### src/rtl/swr_state_mem.sv
`timescale 1ns / 1ps
`default_nettype none
// ----------------------------------------------------------------------------
// swr_state_mem
// Per-sender window state memory: one synchronous read port, one write port,
// and a valid bit per entry so an unwritten entry reads as its reset value.
// ----------------------------------------------------------------------------
module swr_state_mem #(
  parameter int Depth = 16,
  parameter int Width = 16,
  parameter int AddrW = 4
) (
  input  wire logic             clk_i,
  input  wire logic             rst_ni,
  input  wire logic             we_i,
  input  wire logic [AddrW-1:0] waddr_i,
  input  wire logic [Width-1:0] wdata_i,
  input  wire logic             re_i,
  input  wire logic [AddrW-1:0] raddr_i,
  output logic      [Width-1:0] rdata_o,
  output logic                  rvalid_o
);

  logic [Width-1:0] mem_q [Depth];
  logic [Depth-1:0] valid_q;
  logic [Width-1:0] rdata_q;
  logic             rvalid_q;

  always_ff @(posedge clk_i) begin
    if (we_i) begin
      mem_q[waddr_i] <= wdata_i;
    end
    if (re_i) begin
      rdata_q <= mem_q[raddr_i];
    end
  end

  always_ff @(posedge clk_i or negedge rst_ni) begin
    if (!rst_ni) begin
      valid_q  <= '0;
      rvalid_q <= 1'b0;
    end else begin
      if (we_i) begin
        valid_q[waddr_i] <= 1'b1;
      end
      if (re_i) begin
        rvalid_q <= valid_q[raddr_i];
      end
    end
  end

  assign rdata_o  = rdata_q;
  assign rvalid_o = rvalid_q;

endmodule
`default_nettype wire

### config.mk
export PLATFORM = sky130hd
export DESIGN_NAME = swr_state_mem
export DESIGN_NICKNAME = d
export VERILOG_FILES = /design/src/rtl/swr_state_mem.sv
export SDC_FILE = /design/constraint.sdc
export NUM_CORES = 1
export LEC_CHECK = 0
export ABC_CLOCK_PERIOD_IN_PS = 1400
export BUFFER_PORTS_ARGS = -buffer_cell sky130_fd_sc_hd__buf_4
export CAP_MARGIN = 0
export CORE_UTILIZATION = 30
export DETAILED_ROUTE_END_ITERATION = 8
export HOLD_SLACK_MARGIN = 0.06
export PLACE_DENSITY = 0.46
export SLEW_MARGIN = 20
export SYNTH_ARGS = -nofsm -noshare
export SYNTH_HDL_FRONTEND = slang
export SYNTH_SLANG_ARGS = --single-unit
### constraint.sdc
create_clock -name clk_i -period 1.4 [get_ports clk_i]
set_input_delay 0.07 -clock clk_i [delete_from_list [all_inputs] [get_ports clk_i]]
set_output_delay 0.07 -clock clk_i [all_outputs]
set_load 0.05 [all_outputs]
==> results.sh, run 1 <==
export IMPL_p_leak_uw=0.004321
export IMPL_rsz0062_at_grt="yes"
export IMPL_status="complete, but fails checks"
export IMPL_synth_common_cells="272 x edfxtp_1, 84 x mux4_2, 17 x dfrtp_1, 16 x or2_1, 12 x nor2_1"
export IMPL_hpwl_um=14400
export IMPL_ir_drop_mv=0.8265
export IMPL_clockRootBuffer="clkbuf_16"
export IMPL_power_density_mw_per_mm2=1408
export IMPL_htree_levels=1
export IMPL_post_synth_top_area_fraction_pct=75.22
export IMPL_setup_ws_ns=-0.1965
export IMPL_syn_area_sq_mm=0.01086
export IMPL_syn_nets=463
export IMPL_drv_cap=0
export IMPL_cts_max_path_buffers=3
export IMPL_dr_pass1_iters=4
export IMPL_fin_nets=576
export IMPL_gp_congestion=0.6971
export IMPL_ys_warn_count=0
export IMPL_clock_skew_ns=0.01206
export IMPL_violations="setup timing"
export IMPL_layoutNonFillerInstCount=1031
export IMPL_tightest_slew_ns=0.7646
export IMPL_drc=0
export IMPL_seq_area_sq_mm=0.008593
export IMPL_multi_input_area_sq_mm=0.002222
export IMPL_clk_pin_slew_ns=0.06
export IMPL_place_inst=960
export IMPL_async_flop_share_pct=5.882
export IMPL_cts_tree="done"
export IMPL_drv_slew=0
export IMPL_post_cts_setup_buffers=0
export IMPL_grt_pass1_vias=5298
export IMPL_whs_path_depth=3
export IMPL_fmaxAchievable_ghz=0.6264
export IMPL_cp_required_ns=1.67
export IMPL_die_area_sq_mm=0.03696
export IMPL_avgSynthCellArea_sq_um=24.96
export IMPL_netlist_instances=435
export IMPL_worst_path_max_fanout=1
export IMPL_vias=4893
export IMPL_ys_ff_latch=289
export IMPL_cp_start_kind="register"
export IMPL_cp_end_kind="register"
export IMPL_cts_sinks=289
export IMPL_rows=69
export IMPL_synth_edf_count=272
export IMPL_yosys_most_used_dff="edfxtp_1"
export IMPL_core_area_sq_mm=0.03557
export IMPL_crit_arrival_ns=1.87
export IMPL_relSlewSlack_pct=48.86
export IMPL_fp_dieH_um=192.2
export IMPL_clk_latency_ns=0.53
export IMPL_fillers=3205
export IMPL_grt_max_degree=27
export IMPL_synthMostInstantiatedCell="edfxtp_1"
export IMPL_worstRegToRegCells=2
export IMPL_final_antenna_net_count=0
export IMPL_finalHoldViolations=0
export IMPL_drt_initial_drc_count=412
export IMPL_power_uw=18940
export IMPL_synth_top_area_cell="edfxtp_1"
export IMPL_synth_yosys_seq_area_share_pct=79.14
export IMPL_initial_core_util_pct=30.53
export IMPL_antenna_found_initial=1
export IMPL_period_needed_ns=1.596
export IMPL_hp_class="input port to register"
export IMPL_final_util_pct=37.81
export IMPL_port_buffers=44
export IMPL_grt_usage_pct=13.95
export IMPL_wl_um=24740
export IMPL_post_drt_wl_per_cell_um=23.99
export IMPL_synth_cell_types=18
export IMPL_period_share_pct=114.0
export IMPL_hold_ws_ns=0.1299
export IMPL_area_growth_syn_to_layout_pct=23.86
export IMPL_overflow=0
export IMPL_criticalPathCategory="register to register"
export IMPL_fp_dieW_um=192.2
export IMPL_io_pins=45
export IMPL_viasPerCell=4.746
export IMPL_cts_buffers=28
export IMPL_grt_pass1_wl_um=36430
export IMPL_synth_area_leaders="edfxtp_1 75%, mux4_2 17%, dfrtp_1 3.9%"
export IMPL_setup_viol=17
export IMPL_drive_gt1_share_pct=40.07
## layer usage
layer  wire length [um]  track usage, %
met1              11090           19.50
met2              12080           22.68
met3               1088           2.302
met4                481           3.452
met5                  0               0
## cell type report
type	instances	area share, %
Timing Repair Buffer	102	8.094
Tap cell	461	4.289
Sequential cell	289	63.89
Clock buffer	38	6.112
Clock inverter	13	1.070
Antenna cell	1	0.01861
Multi-Input combinational cell	127	16.52
## cell families after synthesis
| group | synth area share [%] |
|---|---|
| flip-flops | 79.14 |
| AND/OR/NAND/NOR | 1.936 |
| buffers and inverters | 1.118 |
| multiplexers | 17.80 |
## path summary, 6_finish.rpt
kind / start / end / slack, ns
setup / recovery: mem_q[14][12] / rdata_o[12] / -0.20
hold / removal: waddr_i[0] / mem_q[12][0] / 0.13
setup reg to reg: mem_q[14][12] / rdata_o[12] / -0.20
hold reg to reg: valid_q[5] / valid_q[5] / 0.46
max in group asynchronous: rst_ni / valid_q[0] / 0.24
min in group asynchronous: rst_ni / valid_q[12] / 0.69
## where the power goes
group          switching (uW)  internal [uW]
Sequential               99.4           9760
Combinational             699            624
Clock                    3100           4660
Total                    3900          15000
## state kept, by name (all words and copies together) (netlist names)
name,count
mem_q,256
rvalid_o,1
valid_q,16
rdata_o,16
## worst max-delay path, stage by stage, from the launching register on
cell and delay [ns]:
edfxtp_1 0.36, mux4_2 0.49, mux4_2 0.49
## repair_timing
action,in CTS,in global routing
setup endpoints to repair,17,17
pin swaps,0,0
cloned,0,0
endpoints found under the hold margin,281,0
hold buffers,19,0
gates resized for setup,1,0
## stage by stage
| stage | setup WS [ns] | cell area (sq um) | setup TNS (ns) |
|---|---|---|---|
| finish | -0.1965 | 13450 | -2.843 |
| CTS | -0.2148 | 13450 | -2.944 |
| floorplan | -0.2573 | 10930 | -17.70 |
| detailed placement | -0.4530 | 12290 | -8.213 |
| global route | -0.2349 | 13450 | -3.523 |
| global placement | -0.4243 | 12290 | -6.898 |
## layout by cell type (no fill, tap or decap), drive strengths merged
master | netlist | layout
buf | 14 | 83
bufinv | 0 | 3
clkbuf | 5 | 38
clkinv | 0 | 9
clkinvlp | 0 | 1
dfrtp | 17 | 17
diode | 0 | 1
dlygate4sd3 | 0 | 19
edfxtp | 272 | 272
mux2 | 1 | 1
mux2i | 3 | 3
mux4 | 84 | 84
nand2 | 1 | 1
nand2b | 2 | 2
nand3 | 1 | 1
nand3b | 2 | 2
nor2 | 12 | 12
nor3 | 4 | 4
or2 | 16 | 16
or3b | 1 | 1
(Power assumes the default switching activity.)
==> inputs of run 2 (changes only) <==
- CTS_BUF_LIST: unset -> sky130_fd_sc_hd__clkbuf_8
==> run 2 against run 1 <==
Compared with the run above:
- the run still ends with setup timing left
- register-to-register slack barely moved
- global-route usage rose by 0.48 points
- critical path depth did not move
- via count rose by 2.7%
- clock skew rose by 0.0011 ns
- die area did not move
- first-iteration DRC count fell by 12%
- hold slack got worse by 0.019 ns
- clock power fell by 16%
- worst setup slack got worse by 0.0019 ns
- largest cell class unchanged
- design area fell by 0.99%
==> results.sh, run 2 (synthesis results as in run 1) <==
export IMPL_drt_initial_drc_count=362
export IMPL_cp_end_kind="register"
export IMPL_relSlewSlack_pct=49.35
export IMPL_p_leak_uw=0.004340
export IMPL_drv_cap=0
export IMPL_hpwl_um=14400
export IMPL_place_inst=960
export IMPL_port_buffers=44
export IMPL_worst_path_max_fanout=1
export IMPL_largest_reg_flops=256
export IMPL_hp_class="input port to register"
export IMPL_overflow=0
export IMPL_finalHoldViolations=0
export IMPL_htree_levels=2
export IMPL_clk_pin_slew_ns=0.06
export IMPL_setup_ws_ns=-0.1984
export IMPL_final_cell_mix="272 x edfxtp_1, 84 x mux4_2, 61 x buf_4, 51 x clkbuf_8, 22 x buf_12"
export IMPL_violations="setup timing"
export IMPL_grt_max_degree=27
export IMPL_ir_drop_mv=0.5812
export IMPL_slowest_delay_ns=0.49
export IMPL_path_common_cell="mux4_2"
export IMPL_cp_required_ns=1.70
export IMPL_slowest_stage="mux4_2"
export IMPL_post_drt_wl_per_cell_um=23.85
export IMPL_regMostFlops="mem_q"
export IMPL_drc=0
export IMPL_initial_core_util_pct=30.53
export IMPL_tightest_slew_ns=0.7573
export IMPL_period_share_pct=114.2
export IMPL_hold_ws_ns=0.1104
export IMPL_cp_start_kind="register"
export IMPL_cts_tree="done"
export IMPL_vias=5023
export IMPL_layoutNonFillerInstCount=1064
export IMPL_wl_um=25370
export IMPL_cts_max_path_buffers=3
export IMPL_crit_buf_inv=0
export IMPL_setup_viol=17
export IMPL_clock_skew_ns=0.01315
export IMPL_power_density_mw_per_mm2=1331
export IMPL_cts_sinks=289
export IMPL_gp_congestion=0.6971
export IMPL_final_antenna_net_count=0
export IMPL_rsz0062_at_grt="yes"
export IMPL_viasPerCell=4.721
export IMPL_area_growth_syn_to_layout_pct=22.63
export IMPL_grt_pass1_wl_um=37340
export IMPL_status="complete, but fails checks"
export IMPL_layout_commonest_cell="edfxtp_1"
export IMPL_clockRootBuffer="clkbuf_8"
export IMPL_cts_buffers=47
export IMPL_crit_arrival_ns=1.89
export IMPL_grt_usage_pct=14.43
export IMPL_die_area_sq_mm=0.03696
export IMPL_io_pins=45
export IMPL_drive_gt1_share_pct=39.87
export IMPL_post_cts_setup_buffers=0
export IMPL_criticalPathCategory="register to register"
export IMPL_fmaxAchievable_ghz=0.6256
export IMPL_rows=69
export IMPL_core_area_sq_mm=0.03557
export IMPL_cp_top_family="multiplexers"
export IMPL_clk_latency_ns=0.56
export IMPL_pre_cts_slack_ns=-0.4530
export IMPL_fin_nets=595
export IMPL_final_util_pct=37.43
export IMPL_grt_pass1_vias=5516
export IMPL_fp_dieH_um=192.2
export IMPL_antenna_found_initial=1
export IMPL_fp_dieW_um=192.2
export IMPL_dr_pass1_iters=5
export IMPL_power_uw=17720
export IMPL_cp_cell_sequence="mux4_2, mux4_2"
export IMPL_period_needed_ns=1.598
export IMPL_drv_slew=0
[run 2: changes by cell type in the layout (fill, tap and decap cells not counted)]
cell / before / now
clkinv_1: 2 / 11
clkinv_2: 6 / 5
clkbuf_8: 2 / 51
clkbuf_16: 31 / 0
bufinv_16: 3 / 0
clkinvlp_4: 1 / 0
inv_1: 0 / 17
clkbuf_1: 5 / 0
clkinv_4: 1 / 0
[run 2: per-stage QoR]
step	instance area (sq um)	TNS, ns
after global placement	12290	-6.898
after CTS	13310	-2.909
final	13320	-2.818
after detailed placement	12290	-8.213
after global routing	13320	-3.479
after floorplan	10930	-17.70
[run 2: worst min-delay path, delay by kind of cell]
kind	cells	cell delay, ns
buf+inv	2	0.34
simple gates	1	0.07
[run 2: final cells by class]
cell class	count	area, sq um
fillers	3257	22250
clock buffers	51	701.9
repair buffers	102	1089
flip-flops and latches	289	8593
multi-input cells	127	2222
diodes	1	2.502
well taps	461	576.8
clock inverters	33	130.1
[run 2: worst paths after layout]
check,startpoint,to,slack (ns),depth (start not counted)
max,mem_q[2][1],rdata_o[1],-0.20,2
min,waddr_i[0],mem_q[12][9],0.11,3
min in group asynchronous,rst_ni,valid_q[11],0.67,3
max reg2reg,mem_q[2][1],rdata_o[1],-0.20,2
min reg2reg,valid_q[5],valid_q[5],0.46,1
max in group asynchronous,rst_ni,valid_q[9],0.26,3
[run 2: routing by layer]
layer	track usage (%)	routed length [um]	vias to the layer above
met3	3.051	1551	51
met2	23.13	12440	165
met1	19.50	10790	2673
li1	-	-	2134
met4	4.815	593	0
met5	0	0	-
[run 2: power breakdown]
group          switching, uW  internal, uW
Clock                   3200          3330
Sequential               100          9760
Combinational            701           624
[run 2: what timing repair did]
action	in CTS	in global routing
endpoints found under the setup margin	17	17
gates cloned	0	0
gates resized for setup	1	0
hold endpoints to repair	290	0
hold buffers	19	0
