### config.mk
export PLATFORM = sky130hd
export DESIGN_NAME = swr_cfg
export DESIGN_NICKNAME = d
export VERILOG_FILES = /design/src/rtl/swr_pkg.sv /design/src/rtl/swr_cfg.sv
export SDC_FILE = /design/constraint.sdc
export NUM_CORES = 1
export LEC_CHECK = 0
export BUFFER_PORTS_ARGS = -buffer_cell sky130_fd_sc_hd__buf_2
export CORE_UTILIZATION = 34
export CTS_BUF_LIST = sky130_fd_sc_hd__clkbuf_4 sky130_fd_sc_hd__clkbuf_8 sky130_fd_sc_hd__clkbuf_16
export DETAILED_ROUTE_END_ITERATION = 12
export GPL_ROUTABILITY_DRIVEN = 0
export GPL_TIMING_DRIVEN = 0
export HOLD_SLACK_MARGIN = 0.06
export PLACE_DENSITY = 0.8
export SYNTH_ARGS = -nofsm -noshare
export SYNTH_HDL_FRONTEND = slang
export SYNTH_SLANG_ARGS = --single-unit
### constraint.sdc
create_clock -name clk_i -period 1.2 [get_ports clk_i]
set_clock_uncertainty 0.15 [all_clocks]
set_input_delay 0.18 -clock clk_i [delete_from_list [all_inputs] [get_ports clk_i]]
set_output_delay 0.18 -clock clk_i [all_outputs]
set_load 0.02 [all_outputs]
### src/rtl/swr_pkg.sv
`timescale 1ns / 1ps
`default_nettype none
// ----------------------------------------------------------------------------
// swr_pkg
// Shared types and constants of the sliding window receiver: beat layouts,
// configuration registers, result kinds and control states.
// ----------------------------------------------------------------------------
package swr_pkg;

  typedef struct packed {
    logic        corrupted;
    logic        is_data;
    logic [7:0]  target_id;
    logic [7:0]  sender_id;
    logic [7:0]  seq_no;
    logic [63:0] payload;
  } in_beat_t;

  typedef struct packed {
    logic        kind;
    logic [7:0]  peer_id;
    logic [7:0]  number;
    logic [63:0] payload_out;
    logic        last;
  } out_beat_t;

  typedef struct packed {
    logic [7:0] receiver_id;
    logic [4:0] sender_count;
  } cfg_t;

  localparam logic KIND_DELIVER = 1'b0;
  localparam logic KIND_ACK     = 1'b1;

  localparam logic REG_RECEIVER_ID  = 1'b0;
  localparam logic REG_SENDER_COUNT = 1'b1;

  localparam logic [7:0] RECEIVER_ID_RESET  = 8'd0;
  localparam logic [4:0] SENDER_COUNT_RESET = 5'd1;
  localparam logic [7:0] NEXT_EXPECTED_RESET = 8'd1;

  typedef enum logic [2:0] {
    ST_IDLE,
    ST_LOOKUP,
    ST_READ,
    ST_DELIVER,
    ST_ACK
  } state_e;

endpackage
`default_nettype wire

### src/rtl/swr_cfg.sv
`timescale 1ns / 1ps
`default_nettype none
// ----------------------------------------------------------------------------
// swr_cfg
// APB register file holding the receiver identifier and the sender count.
// ----------------------------------------------------------------------------
module swr_cfg (
  input  wire logic         clk_i,
  input  wire logic         rst_ni,
  input  wire logic         psel,
  input  wire logic         penable,
  input  wire logic         pwrite,
  input  wire logic [2:0]   paddr,
  input  wire logic [31:0]  pwdata,
  output logic      [31:0]  prdata,
  output logic              pready,
  output swr_pkg::cfg_t     cfg_o
);

  swr_pkg::cfg_t cfg_q, cfg_d;
  logic          wr_en;
  logic          reg_sel;

  assign pready  = 1'b1;
  assign reg_sel = paddr[2];
  assign wr_en   = psel && penable && pwrite && pready;

  always_comb begin
    cfg_d = cfg_q;
    if (wr_en) begin
      case (reg_sel)
        swr_pkg::REG_RECEIVER_ID:  cfg_d.receiver_id  = pwdata[7:0];
        swr_pkg::REG_SENDER_COUNT: cfg_d.sender_count = pwdata[4:0];
        default: cfg_d = cfg_q;
      endcase
    end
  end

  always_comb begin
    case (reg_sel)
      swr_pkg::REG_RECEIVER_ID:  prdata = {24'd0, cfg_q.receiver_id};
      swr_pkg::REG_SENDER_COUNT: prdata = {27'd0, cfg_q.sender_count};
      default: prdata = 32'd0;
    endcase
  end

  always_ff @(posedge clk_i or negedge rst_ni) begin
    if (!rst_ni) begin
      cfg_q.receiver_id  <= swr_pkg::RECEIVER_ID_RESET;
      cfg_q.sender_count <= swr_pkg::SENDER_COUNT_RESET;
    end else begin
      cfg_q <= cfg_d;
    end
  end

  assign cfg_o = cfg_q;

endmodule
`default_nettype wire

==> results.cfg, run 1 <==
[outcome]
violations = negative setup slack
status = finished, violations left

[synthesis]
syn_avg_cell_area_um2 = 12.4
syn-cell-area_um2 = 791
synth_top_area_share_pct = 38.0
synthDistinctLibCells = 9
syn_inst = 64
yosysSeqAreaShare_pct = 41.3
yosys_warnings = 0
synth_largest_area_cell = dfrtp_1
synth_seq_cells = 13
synthTopCellsByArea = dfrtp_1, mux2_2, buf_4, dfstp_2, nand4b_4

[power_and_ir_drop]
p_seq_share_pct = 31.0
clockPowerShare_pct = 14.5
sw_frac_of_total_pct = 34.4
powerDensity_mw_per_mm2 = 1380
p_sw_w = 0.000676
leakage_nw = 0.783
ir_drop_mv = 1.11
power_frac_comb_pct = 54.5
p_int_w = 0.00129
power.total_w = 0.00197

[floorplanning]
core_mm2 = 0.00221
start_util_pct = 35.7
die_h_um = 50.2
rows = 17
fp.dieW_um = 50.2
pin_count = 86
die_area_mm2 = 0.00252

[cells_and_area]
syn_to_final_growth_pct = 80.1
diodes = 0
largest_reg_flops = 13
final_util_pct = 64.4
final_common_cell = buf_4
nets = 184
drive_above_1_share_pct = 66.4
final_cell_mix = buf_4, conb_1, buf_6
final_cell_count_no_fill = 171

[drt]
wire_per_inst_um = 10.6
dr.pass1.iters = 1
vias_per_cell = 3.82
via_count = 653
drc = 0
ant_nets = 0
drt_iter0_markers = 0
wl_mm = 1.81

[worst_setup_path]
crit_fanout = 2
arrival_ns = 1.08
cp_slowest_cell = dfrtp_1
cp_top_family = flip-flops
timing_worst_setup_path_type = register to output port
crit_path_end_kind = output port
critPathBufInv = 1
cp-start-kind = register
worstPathRequired_ns = 0.87
slowest_delay_ns = 0.39
path_cells = mux2_4, buf_6

[sta]
fin_ws_ns = -0.206
finalCritPeriodShare_pct = 117
hold_violations = 0
drv_slew = 0
max_freq_mhz = 711
setup_viol = 17
rsz0062_at_grt = yes
finalCriticalPeriod_ns = 1.41
holdWs_ns = 0.156

[global_route]
antenna_found_initial = 0
grt_overflow = 0
grt_pass1_wl_mm = 2.82
grt_usage_pct = 15.6
grt_pass1_vias = 643
grt_max_degree = 14

[placed_design]
dp.cells = 148
dp_hpwl_mm = 1.18
port_buffers = 33
pre_cts_ws_ns = 0.0187

[clock_network]
htreeDepth = 1
path_clk_slew_ns = 0.08
ctsLongestPathBuffers = 2
cts_tree = yes
cts-root-buf = clkbuf_4
clk_latency_ns = 0.27
clkSinkCount = 13
cts_buffers = 3

[worst_hold_path]
min_path_type = input pin to async pin

[run]
max-cap-violations = 0
[cell families (layout without fill, tap and decap cells)]
logic type / count (synthesis) / after routing / share of synthesized area, %
buf+inv: 26 / 82 / 25.2
mux: 18 / 18 / 25.6
flops: 13 / 13 / 41.3
simple gates: 5 / 5 / 6.96
other cells: 2 / 25 / 0.950
[worst register-to-register path, stage by stage, from the launching register on]
cell     delay (ns)
dfrtp_1        0.39
buf_6          0.12
buf_6          0.11
mux2_2         0.25
[power groups by stage]
stage | Combinational [W] | Sequential [W] | Clock, W
detailed placement | 0.000684 | 0.000615 | 0
CTS | 0.000943 | 0.000599 | 0.000303
global placement | 0.000675 | 0.000605 | 0
finish | 0.00107 | 0.000610 | 0.000285
global route | 0.00113 | 0.000618 | 0.000310
floorplan | 0.000359 | 0.000728 | 0
[path summary, 6_finish.rpt]
check	slack, ns	endpoint	cells after the start	startpoint
max in group asynchronous	0.47	cfg_o[0]	2	rst_ni
worst min-delay path	0.16	cfg_o[5]	2	rst_ni
worst max-delay path	-0.21	prdata[2]	2	cfg_o[7]
worst min register to register	0.39	cfg_o[11]	1	cfg_o[11]
min in group clk_i	0.23	cfg_o[5]	3	penable
worst max register to register	0.08	cfg_o[5]	3	cfg_o[5]
[synthesized netlist by cell type]
library cell and number:
buf_4 25, mux2_2 18, dfrtp_1 12, nor2b_1 3, conb_1 2, buf_6 1
dfstp_2 1, nand4_2 1, nand4b_4 1
[through the flow]
stage / area (µm²) / setup TNS [ns]
floorplan: 877 / 0
global placement: 1080 / 0
detailed placement: 1080 / 0
CTS: 1330 / -1.84
global route: 1420 / -2.28
finish: 1420 / -1.78
[final cells by class]
class / instances / area [µm²]
plain buffers: 26 / 199
clock buffers: 4 / 30.0
fillers: 172 / 788
multi-input cells: 48 / 374
flip-flops and latches: 13 / 327
well taps: 28 / 35.0
repair buffers: 52 / 459
[timing repair]
item / in CTS / in global routing
hold buffers: 9 / 0
setup endpoints to repair: 9 / 17
resized for setup: 26 / 20
setup buffers: 7 / 4
hold endpoints to repair: 26 / 0
pin swaps: 0 / 0
[layer usage]
| layer | GRT usage [%] | part of all wire, % |
|---|---|---|
| met3 | 3.94 | 10 |
| met1 | 12.1 | 35 |
| met2 | 33.1 | 55 |
| met4 | 8.57 | 0 |
| met5 | 0 | 0 |
Note: power is estimated with default switching activity, not from simulation.
==> inputs of run 2 (changes only) <==
--- a/config.mk
+++ b/config.mk
@@ -8,3 +8,5 @@
 export BUFFER_PORTS_ARGS = -buffer_cell sky130_fd_sc_hd__buf_2
-export CORE_UTILIZATION = 34
+export CELL_PAD_IN_SITES_DETAIL_PLACEMENT = 1
+export CELL_PAD_IN_SITES_GLOBAL_PLACEMENT = 2
+export CORE_UTILIZATION = 17
 export CTS_BUF_LIST = sky130_fd_sc_hd__clkbuf_4 sky130_fd_sc_hd__clkbuf_8 sky130_fd_sc_hd__clkbuf_16
@@ -14,3 +16,3 @@
 export HOLD_SLACK_MARGIN = 0.06
-export PLACE_DENSITY = 0.8
+export PLACE_DENSITY_LB_ADDON = 0.1
 export SYNTH_ARGS = -nofsm -noshare
==> constraint.sdc (replaced) <==
create_clock -name clk_i -period 1.2 [get_ports clk_i]
set_clock_uncertainty 0.15 [all_clocks]
set_input_delay 0.24 -clock clk_i [delete_from_list [all_inputs] [get_ports clk_i]]
set_output_delay 0.24 -clock clk_i [all_outputs]
set_load 0.02 [all_outputs]
==> run 2 against run 1 <==
Against the previous run:
- total power is 8.5% higher
- wire length is 9.9% higher
- sequential share of layout area is 0.18 points lower
- design area is 0.79% higher
- the flow still finishes with violations (negative setup slack)
- first-iteration DRC count is 18 higher
- clock power is 46% higher
- via count is 1.8% higher
- count of clock-buffer cells in the layout stayed put
- highest routed layer is now met4
- critical endpoint is now prdata[4]
- largest cell class unchanged
==> results.cfg, run 2 (synthesized netlist as in run 1, its figures left out) <==
[outcome]
status = finished, violations left
violations = negative setup slack

[worst_setup_path]
worstPathRequired_ns = 0.81
crit_path_end_kind = output port
cp-start-kind = register
endpoint = prdata[4]
arrival_ns = 1.04
crit_fanout = 2
worstReg2RegStart = cfg_o[9]
timing_worst_setup_path_type = register to output port
timing.rr.end = cfg_o[9]
startpoint = cfg_o[9]
r2r_slack_ns = 0.06
worstRegToRegCells = 3

[cells_and_area]
syn_to_final_growth_pct = 81.5
diodes = 0
largest_reg_flops = 13
fin_area_mm2 = 0.00144
final_cell_mix = buf_4, conb_1, buf_6
n_fill_cell = 511
drive_above_1_share_pct = 71.4
final_common_cell = buf_4
final_util_pct = 32.5
nets = 181

[run]
max-cap-violations = 0

[power_and_ir_drop]
powerDensity_mw_per_mm2 = 1490
p_int_w = 0.00143
p_sw_w = 0.000701
power_frac_comb_pct = 52.0
leakage_nw = 0.787
sw_frac_of_total_pct = 32.9
ir_drop_mv = 0.332
p_seq_share_pct = 28.4
clockPowerShare_pct = 19.5

[sta]
setup_viol = 18
finalCritPeriodShare_pct = 119
rsz0062_at_grt = yes
drv_slew = 0
finalCriticalPeriod_ns = 1.43
fin_ws_ns = -0.230
max_freq_mhz = 699
hold_violations = 0

[placed_design]
port_buffers = 33
place_area_mm2 = 0.00111
pre_cts_ws_ns = -0.0945

[clock_network]
cts-root-buf = clkbuf_8
cts_tree = yes
clk_latency_ns = 0.24
htreeDepth = 1
cts_buffers = 3
clkSinkCount = 13
ctsLongestPathBuffers = 2
path_clk_slew_ns = 0.06

[drt]
drt_iter0_markers = 18
wire_per_inst_um = 10.4
drc = 0
via_count = 665
vias_per_cell = 3.46
ant_nets = 0
dr.pass1.iters = 2
wl_mm = 1.99

[floorplanning]
start_util_pct = 17.9
die_h_um = 70.2
core_mm2 = 0.00441
pin_count = 86
fp.dieW_um = 70.2
rows = 24
die_area_mm2 = 0.00493

[global_route]
antenna_found_initial = 0
grt_usage_pct = 8.69
grt_pass1_wl_mm = 3.19
grt_pass1_vias = 656
grt_overflow = 0
grt_max_degree = 14

[worst_hold_path]
min_path_type = input pin to register
run 2: routing by layer:
metal,track usage (%),part of all wire (%),vias up
li1,-,-,313
met1,10.5,42,311
met2,14.2,49,37
met3,2.45,8.2,4
met4,4.00,1.3,0
met5,0,0,-
run 2: critical path, cell delays in order (launching register included):
cell     delay [ns]
dfrtp_1        0.39
mux2_4         0.28
buf_6          0.13
run 2: final cells by class:
class / instances / area (µm²) / area share [%]
Buffer: 26 / 199 / 13.9
Tap cell: 52 / 65.1 / 4.53
Timing Repair Buffer: 49 / 418 / 29.1
Sequential cell: 13 / 327 / 22.8
Clock buffer: 4 / 48.8 / 3.40
Multi-Input combinational cell: 48 / 378 / 26.3
run 2: worst min-delay path by stage:
stage	from	end	slack, ns	cells after the start
global route	pwdata[6]	cfg_o[11]	0.08	2
detailed placement	rst_ni	cfg_o[10]	0.009	1
floorplan	rst_ni	cfg_o[10]	-0.21	0
CTS	pwdata[6]	cfg_o[11]	0.07	2
finish	pwdata[6]	cfg_o[11]	0.08	2
global placement	rst_ni	cfg_o[10]	-0.003	1
run 2: metrics by stage:
step / std cells / hold slack (ns) / setup TNS [ns] / total power, W
6_report: 192 / 0.0782 / -2.32 / 0.00213
2_1_floorplan: 87 / -0.206 / 0 / 0.00109
3_3_place_gp: 172 / -0.00347 / -1.13 / 0.00129
4_1_cts: 188 / 0.0734 / -2.37 / 0.00206
5_1_grt: 192 / 0.0819 / -2.96 / 0.00226
3_5_place_dp: 172 / 0.00936 / -1.19 / 0.00131
run 2: power groups by stage:
| stage | registers, W | logic [W] | clock network, W |
|---|---|---|---|
| 2_1_floorplan | 0.000728 | 0.000359 | 0 |
| 3_3_place_gp | 0.000612 | 0.000682 | 0 |
| 3_5_place_dp | 0.000616 | 0.000689 | 0 |
| 4_1_cts | 0.000596 | 0.00102 | 0.000446 |
| 5_1_grt | 0.000619 | 0.00118 | 0.000464 |
| 6_report | 0.000606 | 0.00111 | 0.000417 |
run 2: what timing repair did:
action	in CTS	in global routing
hold endpoints to repair	13	0
endpoints found under the setup margin	12	21
resized for setup	35	13
setup buffers	11	9
hold buffers	1	0
==> inputs of run 3 (changes only) <==
CORE_ASPECT_RATIO = 2   (was default)
CORE_UTILIZATION = 18   (was 17)
clock period = 1.7 ns   (was 1.2 ns; I/O delays follow)
==> run 3 against run 2 <==
Against the previous run:
- the flow now finishes without violations
- wire length shrank 11%
- total power fell by 45%
- design area fell by 19%
- worst setup slack better by 0.38 ns
- core utilization down 4.6 points
- count of clock-buffer cells in the layout decreased by 1
- worst hold slack better by 0.10 ns
- flip-flop and latch count unchanged
- critical path type unchanged
- critical endpoint is now prdata[2]
==> results.cfg, run 3 (synthesized netlist as in run 1, its figures left out) <==
[outcome]
status = finished clean

[clock_network]
htreeDepth = 1
hold_buffers = 1
cts_tree = yes
path_clk_slew_ns = 0.05
ctsLongestPathBuffers = 2
clkSinkCount = 13
cts_buffers = 3
postCtsSetupRepairBufs = 0
clk_latency_ns = 0.24
ctsResizeCount = 0
cts-root-buf = clkbuf_8

[sta]
drv_slew = 0
finalCriticalPeriod_ns = 1.55
fin_ws_ns = 0.149
setup_viol = 0
setup_tns_ns = 0
rsz0062_at_grt = no
max_freq_mhz = 645
holdWs_ns = 0.181
hold_violations = 0
finalCritPeriodShare_pct = 91.3

[drt]
dr.pass1.iters = 2
vias_per_cell = 3.44
drc = 0
maxUsedRoutingLayer = met4
drt_iter0_markers = 1
ant_nets = 0
drt-met1-wl_um = 580
via_count = 608
wl_met2_mm = 1.01
met3_wirelength_um = 133
wire_per_inst_um = 9.99
wl_mm = 1.77

[worst_setup_path]
worstReg2RegStart = cfg_o[6]
cp_slowest_cell = dfrtp_1
crit_path_end_kind = output port
path_cells = mux2_2, buf_2
startpoint = cfg_o[2]
cp-start-kind = register
arrival_ns = 1.06
crit_fanout = 3
worstPathRequired_ns = 1.21
timing.rr.end = cfg_o[6]
endpoint = prdata[2]
slowest_delay_ns = 0.40
worstRegToRegCells = 1
r2r_slack_ns = 0.77
timing_worst_setup_path_type = register to output port

[cells_and_area]
diodes = 0
syn_to_final_growth_pct = 47.2
largest_reg_flops = 13
nets = 166
final_common_cell = buf_2
final_cell_mix = buf_2, buf_4, conb_1
drive_above_1_share_pct = 67.2

[floorplanning]
start_util_pct = 19.0
die_area_mm2 = 0.00468
die_h_um = 95.7
fp.dieW_um = 48.9
core_mm2 = 0.00417
rows = 33
pin_count = 86

[global_route]
grt_max_degree = 14
grt_usage_pct = 7.87
antenna_found_initial = 0
grt_pass1_vias = 551
grt_pass1_wl_mm = 2.69
grt_overflow = 0

[worst_hold_path]
min_path_type = input pin to register

[power_and_ir_drop]
leakage_nw = 0.649
powerDensity_mw_per_mm2 = 1020
ir_drop_mv = 0.364

[placed_design]
dp_hpwl_mm = 1.48
pre_cts_ws_ns = 0.238
port_buffers = 33

[run]
max-cap-violations = 0
==> run 3: per-layer routing <==
layer	GRT usage [%]	up-vias
li1	-	285
met1	8.32	290
met2	13.2	31
met3	1.74	2
met4	6.62	0
met5	0	-
==> run 3: worst min-delay path by stage <==
stage / depth (start not counted) / slack, ns / end / from
after floorplan: 0 / -0.11 / cfg_o[10] / rst_ni
after detailed placement: 1 / 0.1 / cfg_o[9] / rst_ni
final: 2 / 0.18 / cfg_o[10] / pwdata[5]
after global placement: 1 / 0.09 / cfg_o[5] / rst_ni
after global routing: 2 / 0.18 / cfg_o[9] / pwdata[4]
after CTS: 2 / 0.18 / cfg_o[10] / pwdata[5]
==> run 3: stage by stage <==
step	area [µm²]	power, W	utilization [%]	cells
6_report	1160	0.00118	27.9	177
5_1_grt	1160	0.00126	27.9	177
2_1_floorplan	877	0.000768	-	87
4_1_cts	1160	0.00120	27.9	177
3_5_place_dp	1110	0.000920	26.6	172
3_3_place_gp	1110	0.000911	26.6	172
==> run 3: power breakdown <==
part,total [W],switching [W],internal [W]
sequential,0.000430,0.0000473,0.000382
clock,0.000269,0.000107,0.000162
combinational,0.000483,0.000278,0.000205
==> run 3: final cells by class <==
class	count	area [µm²]
buffer	26	199
multi-input combinational	48	352
tap	52	65.1
fill	506	3010
sequential	13	327
timing repair buffer	34	175
clock inverter	1	5.00
clock buffer	3	41.3
==> run 3: worst max-delay path: cells and delay by family, from the launching register on <==
kind	cells	cell delay (ns)
buffers and inverters	1	0.16
flip-flops	1	0.40
multiplexers	1	0.27
